File: config.mk
export PLATFORM = sky130hd
export DESIGN_NAME = request_slot_table_top
export DESIGN_NICKNAME = d
export VERILOG_FILES = /design/src/rsl_pkg.sv /design/src/rsl_entry_ram.sv /design/src/request_slot_table_top.sv
export SDC_FILE = /design/constraint.sdc
export NUM_CORES = 1
export LEC_CHECK = 0
export ABC_AREA = 1
export BUFFER_PORTS_ARGS = -buffer_cell sky130_fd_sc_hd__buf_4
export CELL_PAD_IN_SITES_DETAIL_PLACEMENT = 1
export CELL_PAD_IN_SITES_GLOBAL_PLACEMENT = 2
export CORE_ASPECT_RATIO = 0.9
export CORE_MARGIN = 2
export CORE_UTILIZATION = 44
export DETAILED_ROUTE_END_ITERATION = 8
export PLACE_DENSITY = 0.82
export SYNTH_ARGS = -nofsm -noshare
export SYNTH_HDL_FRONTEND = slang
export SYNTH_SLANG_ARGS = --single-unit
File: constraint.sdc
create_clock -name clk -period 6.7 [get_ports clk]
set_input_delay 1.005 -clock clk [delete_from_list [all_inputs] [get_ports clk]]
set_output_delay 1.005 -clock clk [all_outputs]
set_load 0.05 [all_outputs]
File: src/rsl_pkg.sv
// Shared types and codes for the request slot table.
package rsl_pkg;

  // Operation selector carried on the input tuser.
  typedef enum logic [1:0] {
    OP_CLEAR  = 2'd0,
    OP_INSERT = 2'd1,
    OP_LOOKUP = 2'd2,
    OP_REMOVE = 2'd3
  } op_t;

  // Result status carried on the output tuser.
  typedef enum logic [1:0] {
    ST_OK        = 2'd0,
    ST_FULL      = 2'd1,
    ST_NOT_FOUND = 2'd2
  } status_t;

  localparam int KEY_W  = 16;
  localparam int ADDR_W = 32;
  localparam int SLOT_W = 3;

  // One stored table entry: requester key and its network address.
  typedef struct packed {
    logic [KEY_W-1:0]  key;
    logic [ADDR_W-1:0] address;
  } entry_t;

endpackage

File: src/rsl_entry_ram.sv
// Entry storage RAM: one write port, one read port with registered read data.
module rsl_entry_ram #(
  parameter int DEPTH  = 8,
  parameter int ADDR_W = 3
) (
  input  logic                  clk,
  input  logic                  wr_en,
  input  logic [ADDR_W-1:0]     wr_addr,
  input  rsl_pkg::entry_t       wr_data,
  input  logic [ADDR_W-1:0]     rd_addr,
  output rsl_pkg::entry_t       rd_data
);

  rsl_pkg::entry_t mem [DEPTH];

  // Write port.
  always_ff @(posedge clk) begin
    if (wr_en) begin
      mem[wr_addr] <= wr_data;
    end
  end

  // Read port with registered read data.
  always_ff @(posedge clk) begin
    rd_data <= mem[rd_addr];
  end

endmodule

File: src/request_slot_table_top.sv
// Top level of the request slot table: sequencer, valid bits and result register.
//
// The table keeps TABLE_ENTRIES slots, each with a valid bit, a 16-bit requester
// key and a 32-bit address. Operations arrive on the s_ channel, one transfer per
// operation, with the opcode on s_tuser. Every operation returns exactly one
// result transfer on the m_ channel, with the status on m_tuser.
// Clear and remove need no scan. Insert walks the valid bits one slot per cycle
// to find the lowest free slot. Lookup streams the entry RAM one address per
// cycle behind its registered read data and compares each returned entry. Every
// result then passes through the S_EMIT state into the output register. A new
// operation is accepted only once the previous one has its result loaded, and it
// may be accepted while that result still waits in the output register.
// If the receiver stalls, the finished result of the next operation waits in the
// sequencer until the output register is free, and no further input is taken.
// Reset (rst, synchronous, active high) empties the table at once by clearing
// the valid bits; stored keys and addresses are not cleared.
module request_slot_table_top #(
  parameter int TABLE_ENTRIES = 8
) (
  input  logic        clk,
  input  logic        rst,
  input  logic        s_tvalid,
  output logic        s_tready,
  input  logic [55:0] s_tdata,   // key[15:0], req_address[47:16], slot_index[50:48], zero pad
  input  logic [1:0]  s_tuser,   // op[1:0]
  output logic        m_tvalid,
  input  logic        m_tready,
  output logic [39:0] m_tdata,   // hit_slot[2:0], hit_address[34:3], zero pad
  output logic [1:0]  m_tuser    // status[1:0]
);

  localparam int IW = (TABLE_ENTRIES > 1) ? $clog2(TABLE_ENTRIES) : 1;
  localparam logic [IW-1:0] LAST = IW'(TABLE_ENTRIES - 1);

  typedef enum logic [1:0] {
    S_IDLE,
    S_INSERT,
    S_LOOKUP,
    S_EMIT
  } state_t;

  state_t                         state;
  logic [TABLE_ENTRIES-1:0]       valid;
  logic [IW-1:0]                  ptr;
  logic [IW-1:0]                  cmp_idx;
  logic                           cmp_pending;
  logic [rsl_pkg::KEY_W-1:0]      key_r;
  logic [rsl_pkg::ADDR_W-1:0]     addr_r;
  rsl_pkg::status_t               res_status;
  logic [rsl_pkg::SLOT_W-1:0]     res_slot;
  logic [rsl_pkg::ADDR_W-1:0]     res_addr;

  logic                           wr_en;
  rsl_pkg::entry_t                wr_data;
  rsl_pkg::entry_t                rd_data;
  logic                           in_xfer;
  rsl_pkg::op_t                   in_op;
  logic [rsl_pkg::SLOT_W-1:0]     in_slot;

  assign s_tready = (state == S_IDLE);
  assign in_xfer  = s_tvalid && s_tready;
  assign in_op    = rsl_pkg::op_t'(s_tuser);
  assign in_slot  = s_tdata[50:48];

  // Insert writes the entry in the cycle it finds the free slot.
  assign wr_en        = (state == S_INSERT) && !valid[ptr];
  assign wr_data.key     = key_r;
  assign wr_data.address = addr_r;

  // Entry storage; the scan reads at the slot pointer. Inserts and lookups never
  // overlap, so reads and writes of one entry do not collide.
  rsl_entry_ram #(
    .DEPTH  (TABLE_ENTRIES),
    .ADDR_W (IW)
  ) u_ram (
    .clk     (clk),
    .wr_en   (wr_en),
    .wr_addr (ptr),
    .wr_data (wr_data),
    .rd_addr (ptr),
    .rd_data (rd_data)
  );

  // Sequencer, valid bits and output register.
  always_ff @(posedge clk) begin
    if (rst) begin
      state       <= S_IDLE;
      valid       <= '0;
      ptr         <= '0;
      cmp_pending <= 1'b0;
      m_tvalid    <= 1'b0;
    end else begin
      // The output register empties on a completed transfer unless a new result loads.
      if (m_tvalid && m_tready && (state != S_EMIT)) begin
        m_tvalid <= 1'b0;
      end

      unique case (state)
        S_IDLE: begin
          if (in_xfer) begin
            key_r       <= s_tdata[15:0];
            addr_r      <= s_tdata[47:16];
            ptr         <= '0;
            cmp_pending <= 1'b0;
            res_status  <= rsl_pkg::ST_OK;
            res_slot    <= '0;
            res_addr    <= '0;
            unique case (in_op)
              rsl_pkg::OP_CLEAR: begin
                valid <= '0;
                state <= S_EMIT;
              end
              rsl_pkg::OP_INSERT: begin
                state <= S_INSERT;
              end
              rsl_pkg::OP_LOOKUP: begin
                state <= S_LOOKUP;
              end
              rsl_pkg::OP_REMOVE: begin
                // A slot number beyond the table matches no entry and is ignored.
                for (int i = 0; i < TABLE_ENTRIES; i++) begin
                  if ({29'd0, in_slot} == 32'(i)) begin
                    valid[i] <= 1'b0;
                  end
                end
                state <= S_EMIT;
              end
              default: begin
                state <= S_EMIT;
              end
            endcase
          end
        end

        S_INSERT: begin
          // Walk the valid bits from slot 0 up to the first free one.
          if (!valid[ptr]) begin
            valid[ptr] <= 1'b1;
            res_slot   <= rsl_pkg::SLOT_W'(ptr);
            state      <= S_EMIT;
          end else if (ptr == LAST) begin
            res_status <= rsl_pkg::ST_FULL;
            state      <= S_EMIT;
          end else begin
            ptr <= ptr + 1'b1;
          end
        end

        S_LOOKUP: begin
          // Issue one read per cycle; compare the entry that returns.
          cmp_pending <= 1'b1;
          cmp_idx     <= ptr;
          if (ptr != LAST) begin
            ptr <= ptr + 1'b1;
          end
          if (cmp_pending) begin
            if (valid[cmp_idx] && (rd_data.key == key_r)) begin
              res_slot <= rsl_pkg::SLOT_W'(cmp_idx);
              res_addr <= rd_data.address;
              state    <= S_EMIT;
            end else if (cmp_idx == LAST) begin
              res_status <= rsl_pkg::ST_NOT_FOUND;
              state      <= S_EMIT;
            end
          end
        end

        S_EMIT: begin
          // Load the result once the output register is free.
          if (!m_tvalid || m_tready) begin
            m_tvalid <= 1'b1;
            m_tuser  <= res_status;
            m_tdata  <= {5'd0, res_addr, res_slot};
            state    <= S_IDLE;
          end
        end

        default: begin
          state <= S_IDLE;
        end
      endcase
    end
  end

endmodule
# After elaboration in Yosys (flattened, before gate mapping)
# Memory sizes are Yosys's and may differ from the RTL's. A register that Yosys moved wholly into a read port is not among the register bits.
# Cells that the tools add are included.
[word_totals]
ff_bits = 140
out_inout_bits = 44
word_cells = 154
mem_bits_rw = 384
memories = 1
inputBits = 62
[classes]
n_reduce_logical = 33
n_eq_ne = 40
n_lt_le_gt_ge = 3
add_sub_neg = 1
n_bitwise = 2
n_mux = 54
[mem_list]
columns = ["memory", "words", "word_bits", "rd", "rd_clocked_by_memory_dff", "wr", "line_no", "text"]
rows = [
  ["u_ram.mem", 8, 48, 1, 1, 1, "rsl_entry_ram.sv:14", "rsl_pkg::entry_t mem [DEPTH];"],
]
[ops]
columns = ["cell", "count"]
rows = [
  ["$mux W32", 3],
  ["$pmux W32 S2", 1],
  ["$reduce_and A5 Y1", 11],
  ["$pmux W8 S2", 2],
  ["$ne A3 B3 Y1 const B", 10],
  ["$mux W2", 13],
  ["$mux W3", 7],
  ["$eq A3 B3 Y1 const B", 6],
  ["$ne A2 B2 Y1 const B", 9],
  ["$pmux W3 S3", 2],
  ["$mux W1", 17],
  ["$eq A16 B16 Y1", 1],
  ["$mux W8", 2],
  ["$pmux W2 S3", 2],
  ["$eq A2 B2 Y1 const B", 4],
  ["$lt A3 B4 Y1 const B", 2],
  ["$or A8 B8 Y8", 1],
  ["$pmux W2 S4", 1],
  ["$reduce_and A8 Y1", 1],
  ["$bmux W1 S3", 2],
  ["$eq A3 B2 Y1 const B", 2],
  ["$logic_and A1 B1 Y1", 6],
  ["$ne A2 B1 Y1 const B", 3],
  ["$reduce_and A3 Y1", 2],
  ["other kinds (18)", 23],
]

# Depth between registers and ports, before layout
# Gate-level depths: netlist (run 1).
[logic_depth]
word_depth = 7
mapped_depth = 14
mapped_depth_nobuf = 14

# Hierarchy
# Synthesis (run 1) repeated with hierarchy kept, for this count alone.
[unflattened]
hier_cells = 2227
area_unflattened_um2 = 23379.9
[by_module_without_submodules]
columns = ["module", "cells_each", "area_per_inst_um2", "instances", "seq_area_each_um2"]
rows = [
  ["rsl_entry_ram", 1725, 17670.7, 1, 12492.0],
  ["request_slot_table_top", 502, 5709.2, 1, 4053.9],
]

# Worst setup path before layout (run 1)
# OpenSTA, ideal clock, no wires.
[synth_timing]
kind = "reg2reg"
start = "register ptr[0]"
end = "memory u_ram.mem[0][0] (netlist bit), enable pin"
path_stages_with_launch = 8
path_slack_ps = 525
path_buffers = 1
arrival_time_ps = 5602
synth_period_minus_slack_ps = 6175
setup_time_ps = 573
t_required_ps = 6127
path_cell_list = "dfxtp_1 buf_6 o21ai_1 nand2_1 nand2_1 nand2_2 nand3_2 nor4_1"
[synth_between]
elab_chain_len = 6
[synth_lines]
columns = ["item", "line_no", "text"]
rows = [
  ["start, declared", "request_slot_table_top.sv:44", "logic [IW-1:0] ptr;"],
  ["start signal, assigned", "request_slot_table_top.sv:145", "ptr <= ptr + 1'b1;"],
  ["start signal, assigned", "request_slot_table_top.sv:154", "ptr <= ptr + 1'b1;"],
  ["$bmux W1 S3", "request_slot_table_top.sv:66", "assign wr_en = (state == S_INSERT) && !valid[ptr];"],
  ["$mux W1 (not written as such)", "request_slot_table_top.sv:66", ""],
  ["$logic_not A1 Y1", "--", ""],
  ["$logic_and A1 B1 Y1", "request_slot_table_top.sv:66", ""],
  ["$mux W1", "rsl_entry_ram.sv:18", "if (wr_en) begin"],
  ["$mux W1 (not written as such)", "rsl_entry_ram.sv:19", "mem[wr_addr] <= wr_data;"],
  ["end, declared", "rsl_entry_ram.sv:14", ""],
]
# Several ways; a longest one is shown, not always the timed one. The select of a mux whose other input is x is not followed.

# Worst setup path after layout (run 1)
[layout_timing]
start = "register ptr[0]"
end = "memory u_ram.mem[5][46] (netlist bit), enable pin"
# The elaborated chain is that of the path after synthesis.

==> impl_metrics.env, run 1 <==
export IMPL_end_kind="flop"
export IMPL_drcViolationCount=0
export IMPL_finalClockSkew_ps=28.3
export IMPL_power_share_switching=0.271
export IMPL_synth_top_area_frac=0.746
export IMPL_drtIter0Drc=826
export IMPL_tns_ps=0
export IMPL_tightestPinTransition_ps=1150
export IMPL_nets=1561
export IMPL_drv_slew=0
export IMPL_syn_area_per_cell_sq_um=15.0
export IMPL_port_buffers=95
export IMPL_max_cap_viol_count=0
export IMPL_crit_arrival_ps=3940
export IMPL_crit_top_cell="nand2_1"
export IMPL_critPathBufInv=2
export IMPL_ctsRootBufferMaster="clkbuf_16"
export IMPL_slowest_delay_ps=1040
export IMPL_rsz0062_at_grt="false"
export IMPL_clk_pin_slew_ps=60
export IMPL_drive_gt1_frac=0.147
export IMPL_synth_distinct_cells=35
export IMPL_crit_fanout=31
export IMPL_fp_dieH_um=209
export IMPL_postCtsSetupBuffers=0
export IMPL_outcome="complete, no violations"
export IMPL_cts_buffer_depth=3
export IMPL_syn_to_final_growth_pct=15.5
export IMPL_final_common_cell="edfxtp_1"
export IMPL_netlist_area_sq_um=20500
export IMPL_finalSetupViolations=0
export IMPL_die_area_sq_um=48300
export IMPL_period_needed_ps=3670
export IMPL_crit_chain="inv_2, nand2_1, nand2_1, nand2_1, nand2_1, nand2_1, nand3_2, nor2_4, buf_4"
export IMPL_htreeDepth=2
export IMPL_synth_ff_type="edfxtp_1"
export IMPL_leakage_uw=0.00852
export IMPL_start_kind="flop"
export IMPL_power_uw=8900
export IMPL_synth_area_leaders="edfxtp_1 75%, dfxtp_1 6.2%, nand2_1 5.4%"
export IMPL_overflow=0
export IMPL_die_x_um=231
export IMPL_ys_ff_latch=572
export IMPL_critPathKind="reg2reg"
export IMPL_synth_edf_count=509
export IMPL_initial_core_util=0.449
export IMPL_hold_violations=0
export IMPL_cts_tree="built"
export IMPL_grt_max_degree=50
export IMPL_tritoncts_num_buffers=57
export IMPL_hold_class="reg2reg"
export IMPL_power_frac_comb=0.140
export IMPL_cp_slowest_cell="nor2_4"
export IMPL_core_sq_um=45600
export IMPL_clkLatencyLatePin_ps=620
export IMPL_wl_um=47500
export IMPL_dp_hpwl_um=26100
export IMPL_clock_sinks=572
export IMPL_relSlewSlack=0.234
export IMPL_cts_resized_gates=0
export IMPL_vias=11431
export IMPL_fin_util=0.518
export IMPL_synth_warning_count=0
export IMPL_antenna_found_initial=0
export IMPL_synthArstFlopShare=0
export IMPL_routed_via_density=5.33
export IMPL_synth_seq_area_share=0.808
export IMPL_hold_slack_ps=417
export IMPL_grt_pass1_wl_um=72100
export IMPL_cts_hold_fix_buffers=0
export IMPL_fp_row_count=74
export IMPL_gp_congestion=0.794
export IMPL_period_share=0.548
export IMPL_synth_top_cell_by_area="edfxtp_1"
export IMPL_p_sw_uw=2410
export IMPL_p_per_area_nw_per_um2=376
export IMPL_grt_pass1_vias=11969
export IMPL_seq_power_share=0.531
export IMPL_first_pass_iters=5
export IMPL_final_cell_mix="509 x edfxtp_1, 293 x nand2_1, 121 x inv_1"
export IMPL_p_int_uw=6490
export IMPL_synthCells=1367
export IMPL_fmax_mhz=272
export IMPL_n_antenna_cell=0
export IMPL_wl_per_cell_um=22.1
export IMPL_drtAntennaViolNets=0
export IMPL_ir_drop_mv=0.197
export IMPL_p_clk_frac=0.329
export IMPL_crit_family="simple AND/OR/NAND/NOR gates"
export IMPL_required_ps=6970
export IMPL_grt_use_total=0.199
export IMPL_io_pins=106
## sequential cells by signal, indices dropped and copies added, names as in the netlist
register and cells:
m_tvalid 1, key_r 16, res_status 2, valid 8, cmp_pending 1, u_ram.mem 384
addr_r 32, res_addr 32, u_ram.rd_data 48, ptr 3, state 2, m_tdata 35
cmp_idx 3, m_tuser 2, res_slot 3
## final timing paths
check / to / start / depth (start not counted) / slack (ps)
hold reg to reg: m_tdata[22]$_DFFE_PP_ / res_addr[19]$_SDFFCE_PN0P_ / 0 / 420
hold / removal: m_tdata[22]$_DFFE_PP_ / res_addr[19]$_SDFFCE_PN0P_ / 0 / 420
setup reg to reg: u_ram.mem[5][46]$_DFFE_PP_ / ptr[0]$_SDFFE_PP0P_ / 9 / 3030
setup / recovery: u_ram.mem[5][46]$_DFFE_PP_ / ptr[0]$_SDFFE_PP0P_ / 9 / 3030
## power by group through the flow
stage	clock network [uW]	logic [uW]	registers, uW
5_1_grt	3110	1400	4780
2_1_floorplan	0	781	4760
6_report	2930	1250	4730
3_3_place_gp	0	1210	4770
4_1_cts	2990	1270	4730
3_5_place_dp	0	1260	4800
## synth_stat cells, drive strengths merged (14+ instances only)
master,number
nand2,297
a221oi,35
inv,125
edfxtp,509
dfxtp,63
o21ai,18
buf,38
a21oi,25
a22o,20
nand3,25
clkbuf,14
nor2,70
a22oi,54
nand4,41
## cells by family (layout without fill, tap and decap cells)
group / count (synthesis) / count (layout) / share of synthesized area
AOI/OAI and AO/OA: 170 / 170 / 0.0608
xor gates and xnor gates: 1 / 1 / 0.000428
adders and majority gates: 7 / 7 / 0.00428
buffers and inverters: 177 / 343 / 0.0355
DFF: 572 / 572 / 0.808
other: 1 / 5 / 0.000183
and+or+nand+nor: 439 / 439 / 0.0911
## layout make-up
class	count	area, sq um
repair buffers	114	856
inverters	125	469
multi-input cells	622	3320
clock inverters	22	130
well taps	608	761
clock buffers	82	1580
flip-flops and latches	572	16500
fillers	4376	22000
## through the flow
stage               worst slack [ps]  std cells  area [sq um]
CTS                             2970       2145         23700
global route                    2800       2145         23700
detailed placement              3030       2041         21900
finish                          3030       2145         23700
global placement                3100       2041         21900
floorplan                        525       1371         20500
## metal layers
metal	GRT usage	vias up	wire length, um
met4	0.0554	0	868
li1	-	5200	-
met5	0	-	0
met1	0.271	5888	20700
met3	0.0297	58	2370
met2	0.334	285	23500
Power figures use the tool's default switching activity.
==> inputs of run 2 (changes only) <==
--- a/config.mk
+++ b/config.mk
@@ -11,9 +11,9 @@
 export CELL_PAD_IN_SITES_GLOBAL_PLACEMENT = 2
 export CORE_ASPECT_RATIO = 0.9
 export CORE_MARGIN = 2
-export CORE_UTILIZATION = 44
+export CORE_UTILIZATION = 40
 export DETAILED_ROUTE_END_ITERATION = 8
-export PLACE_DENSITY = 0.82
+export PLACE_DENSITY = 0.79
 export SYNTH_ARGS = -nofsm -noshare
 export SYNTH_HDL_FRONTEND = slang
 export SYNTH_SLANG_ARGS = --single-unit
==> constraint.sdc (replaced) <==
create_clock -name clk -period 3.1 [get_ports clk]
set_input_delay 0.465 -clock clk [delete_from_list [all_inputs] [get_ports clk]]
set_output_delay 0.465 -clock clk [all_outputs]
set_load 0.05 [all_outputs]
==> run 2 against run 1 <==
Sequential cell count unchanged. Final area up 2.2%. Fmax increased by 42%. Critical path type unchanged. Largest cell class unchanged.
==> impl_metrics.env, run 2 (same netlist as run 1, synthesis figures left out) <==
export IMPL_crit_top_cell="nand2_1"
export IMPL_crit_arrival_ps=2890
export IMPL_top_regs="u_ram.mem x384, u_ram.rd_data x48, m_tdata x35"
export IMPL_final_common_cell="edfxtp_1"
export IMPL_vias=11650
export IMPL_overflow=0
export IMPL_final_cell_mix="509 x edfxtp_1, 293 x nand2_1, 129 x buf_4"
export IMPL_core_sq_um=50500
export IMPL_wl_per_cell_um=21.6
export IMPL_grt_pass1_vias=12315
export IMPL_die_area_sq_um=53000
export IMPL_tightestPinTransition_ps=885
export IMPL_grt_pass1_wl_um=74100
export IMPL_pre_cts_slack_ps=564
export IMPL_setup_slack_ps=511
export IMPL_crit_family="simple AND/OR/NAND/NOR gates"
export IMPL_hold_class="in2reg"
export IMPL_holdPathEnd="addr_r[0]$_DFFE_PP_"
export IMPL_r2r_start="ptr[0]$_SDFFE_PP0P_"
export IMPL_tritoncts_num_buffers=56
export IMPL_fp_dieH_um=219
export IMPL_critPathKind="reg2reg"
export IMPL_required_ps=3400
export IMPL_drive_gt1_frac=0.168
export IMPL_clk_pin_slew_ps=60
export IMPL_syn_to_final_growth_pct=18.1
export IMPL_n_antenna_cell=0
export IMPL_nets=1591
export IMPL_ctsRootBufferMaster="clkbuf_16"
export IMPL_cts_buffer_depth=3
export IMPL_reg2reg_to="u_ram.mem[0][34]$_DFFE_PP_"
export IMPL_regMostFlops="u_ram.mem"
export IMPL_outcome="complete, no violations"
export IMPL_crit_chain="inv_2, nand2_1, nand2_1, nand2_1, nand2_1, nand2_1, nand3_2, nor4_4, buf_12"
export IMPL_die_x_um=243
export IMPL_cp_slowest_cell="nor4_4"
export IMPL_end_kind="flop"
export IMPL_hold_violations=0
export IMPL_cts_hold_fix_buffers=0
export IMPL_hold_slack_ps=36.0
export IMPL_whs_path_depth=1
export IMPL_clkLatencyLatePin_ps=600
export IMPL_relSlewSlack=0.409
export IMPL_r2r_cells=9
export IMPL_place_inst=2144
export IMPL_start_kind="flop"
export IMPL_first_pass_iters=5
export IMPL_fp_row_count=78
export IMPL_finalSetupViolations=0
export IMPL_cts_tree="built"
export IMPL_drcViolationCount=0
export IMPL_largest_reg_flops=384
export IMPL_final_cells=2249
export IMPL_slowest_delay_ps=680
export IMPL_clock_sinks=572
export IMPL_period_needed_ps=2590
export IMPL_rsz0062_at_grt="false"
export IMPL_grt_use_total=0.186
export IMPL_antenna_found_initial=3
export IMPL_p_per_area_nw_per_um2=805
export IMPL_leakage_uw=0.00873
export IMPL_cts_resized_gates=0
export IMPL_period_share=0.835
export IMPL_reg2reg_setup_slack_ps=510
export IMPL_drtAntennaViolNets=0
export IMPL_port_buffers=95
export IMPL_initial_core_util=0.406
export IMPL_max_cap_viol_count=0
export IMPL_io_pins=106
export IMPL_ir_drop_mv=0.421
export IMPL_worstHoldStart="s_tdata[16]"
export IMPL_dp_hpwl_um=28200
export IMPL_fmax_mhz=386
export IMPL_wl_um=48700
export IMPL_crit_fanout=13
export IMPL_gp_congestion=0.778
export IMPL_postCtsSetupBuffers=0
export IMPL_grt_max_degree=50
export IMPL_routed_via_density=5.18
export IMPL_finalClockSkew_ps=17.4
export IMPL_critPathBufInv=2
export IMPL_drtIter0Drc=893
export IMPL_drv_slew=0
export IMPL_htreeDepth=2
==> run 2: changes by cell type in the layout (fill, tap and decap cells not counted), moves of 2 or more <==
cell | before | now
clkbuf_16 | 58 | 56
clkinv_2 | 8 | 12
clkinvlp_4 | 1 | 4
buf_12 | 0 | 16
clkinv_1 | 10 | 7
buf_4 | 114 | 129
clkbuf_1 | 20 | 18
==> run 2: power breakdown <==
| part | switching [uW] | internal, uW | leakage (uW) | total [uW] |
|---|---|---|---|---|
| sequential | 517 | 9670 | 0.00515 | 10200 |
| clock | 2820 | 3520 | 0.000828 | 6340 |
| combinational | 1970 | 973 | 0.00276 | 2950 |
==> run 2: final cells by class <==
cell class                      count  area (sq um)
Inverter                          125           469
Fill cell                        4946         26300
Timing Repair Buffer              145          1290
Tap cell                          680           851
Clock inverter                     27           180
Multi-Input combinational cell    622          3330
Clock buffer                       78          1520
Sequential cell                   572         16500
==> run 2: worst max path at each step <==
stage	slack, ps	cells after the start	endpoint	startpoint
after floorplan	-460	7	u_ram.mem[1][0]$_DFFE_PP_	ptr[0]$_SDFFE_PP0P_
after global placement	610	9	u_ram.mem[0][34]$_DFFE_PP_	ptr[0]$_SDFFE_PP0P_
after detailed placement	560	9	u_ram.mem[0][34]$_DFFE_PP_	ptr[0]$_SDFFE_PP0P_
after CTS	510	9	u_ram.mem[0][38]$_DFFE_PP_	ptr[0]$_SDFFE_PP0P_
after global routing	350	9	u_ram.mem[0][35]$_DFFE_PP_	ptr[0]$_SDFFE_PP0P_
final	510	9	u_ram.mem[0][34]$_DFFE_PP_	ptr[0]$_SDFFE_PP0P_
==> run 2: through the flow <==
step            util  TNS, ps  power [uW]  cell area [sq um]
6_report       0.479        0       19500              24200
5_1_grt        0.479        0       20300              24200
4_1_cts        0.479        0       19700              24200
3_5_place_dp   0.446        0       13300              22500
3_3_place_gp   0.446        0       13200              22500
2_1_floorplan      -  -155860       12000              20500
==> run 2: metal layers <==
metal	track usage	share of wire
met1	0.245	0.44
met2	0.315	0.48
met3	0.0290	0.046
met4	0.0646	0.025
met5	0	0
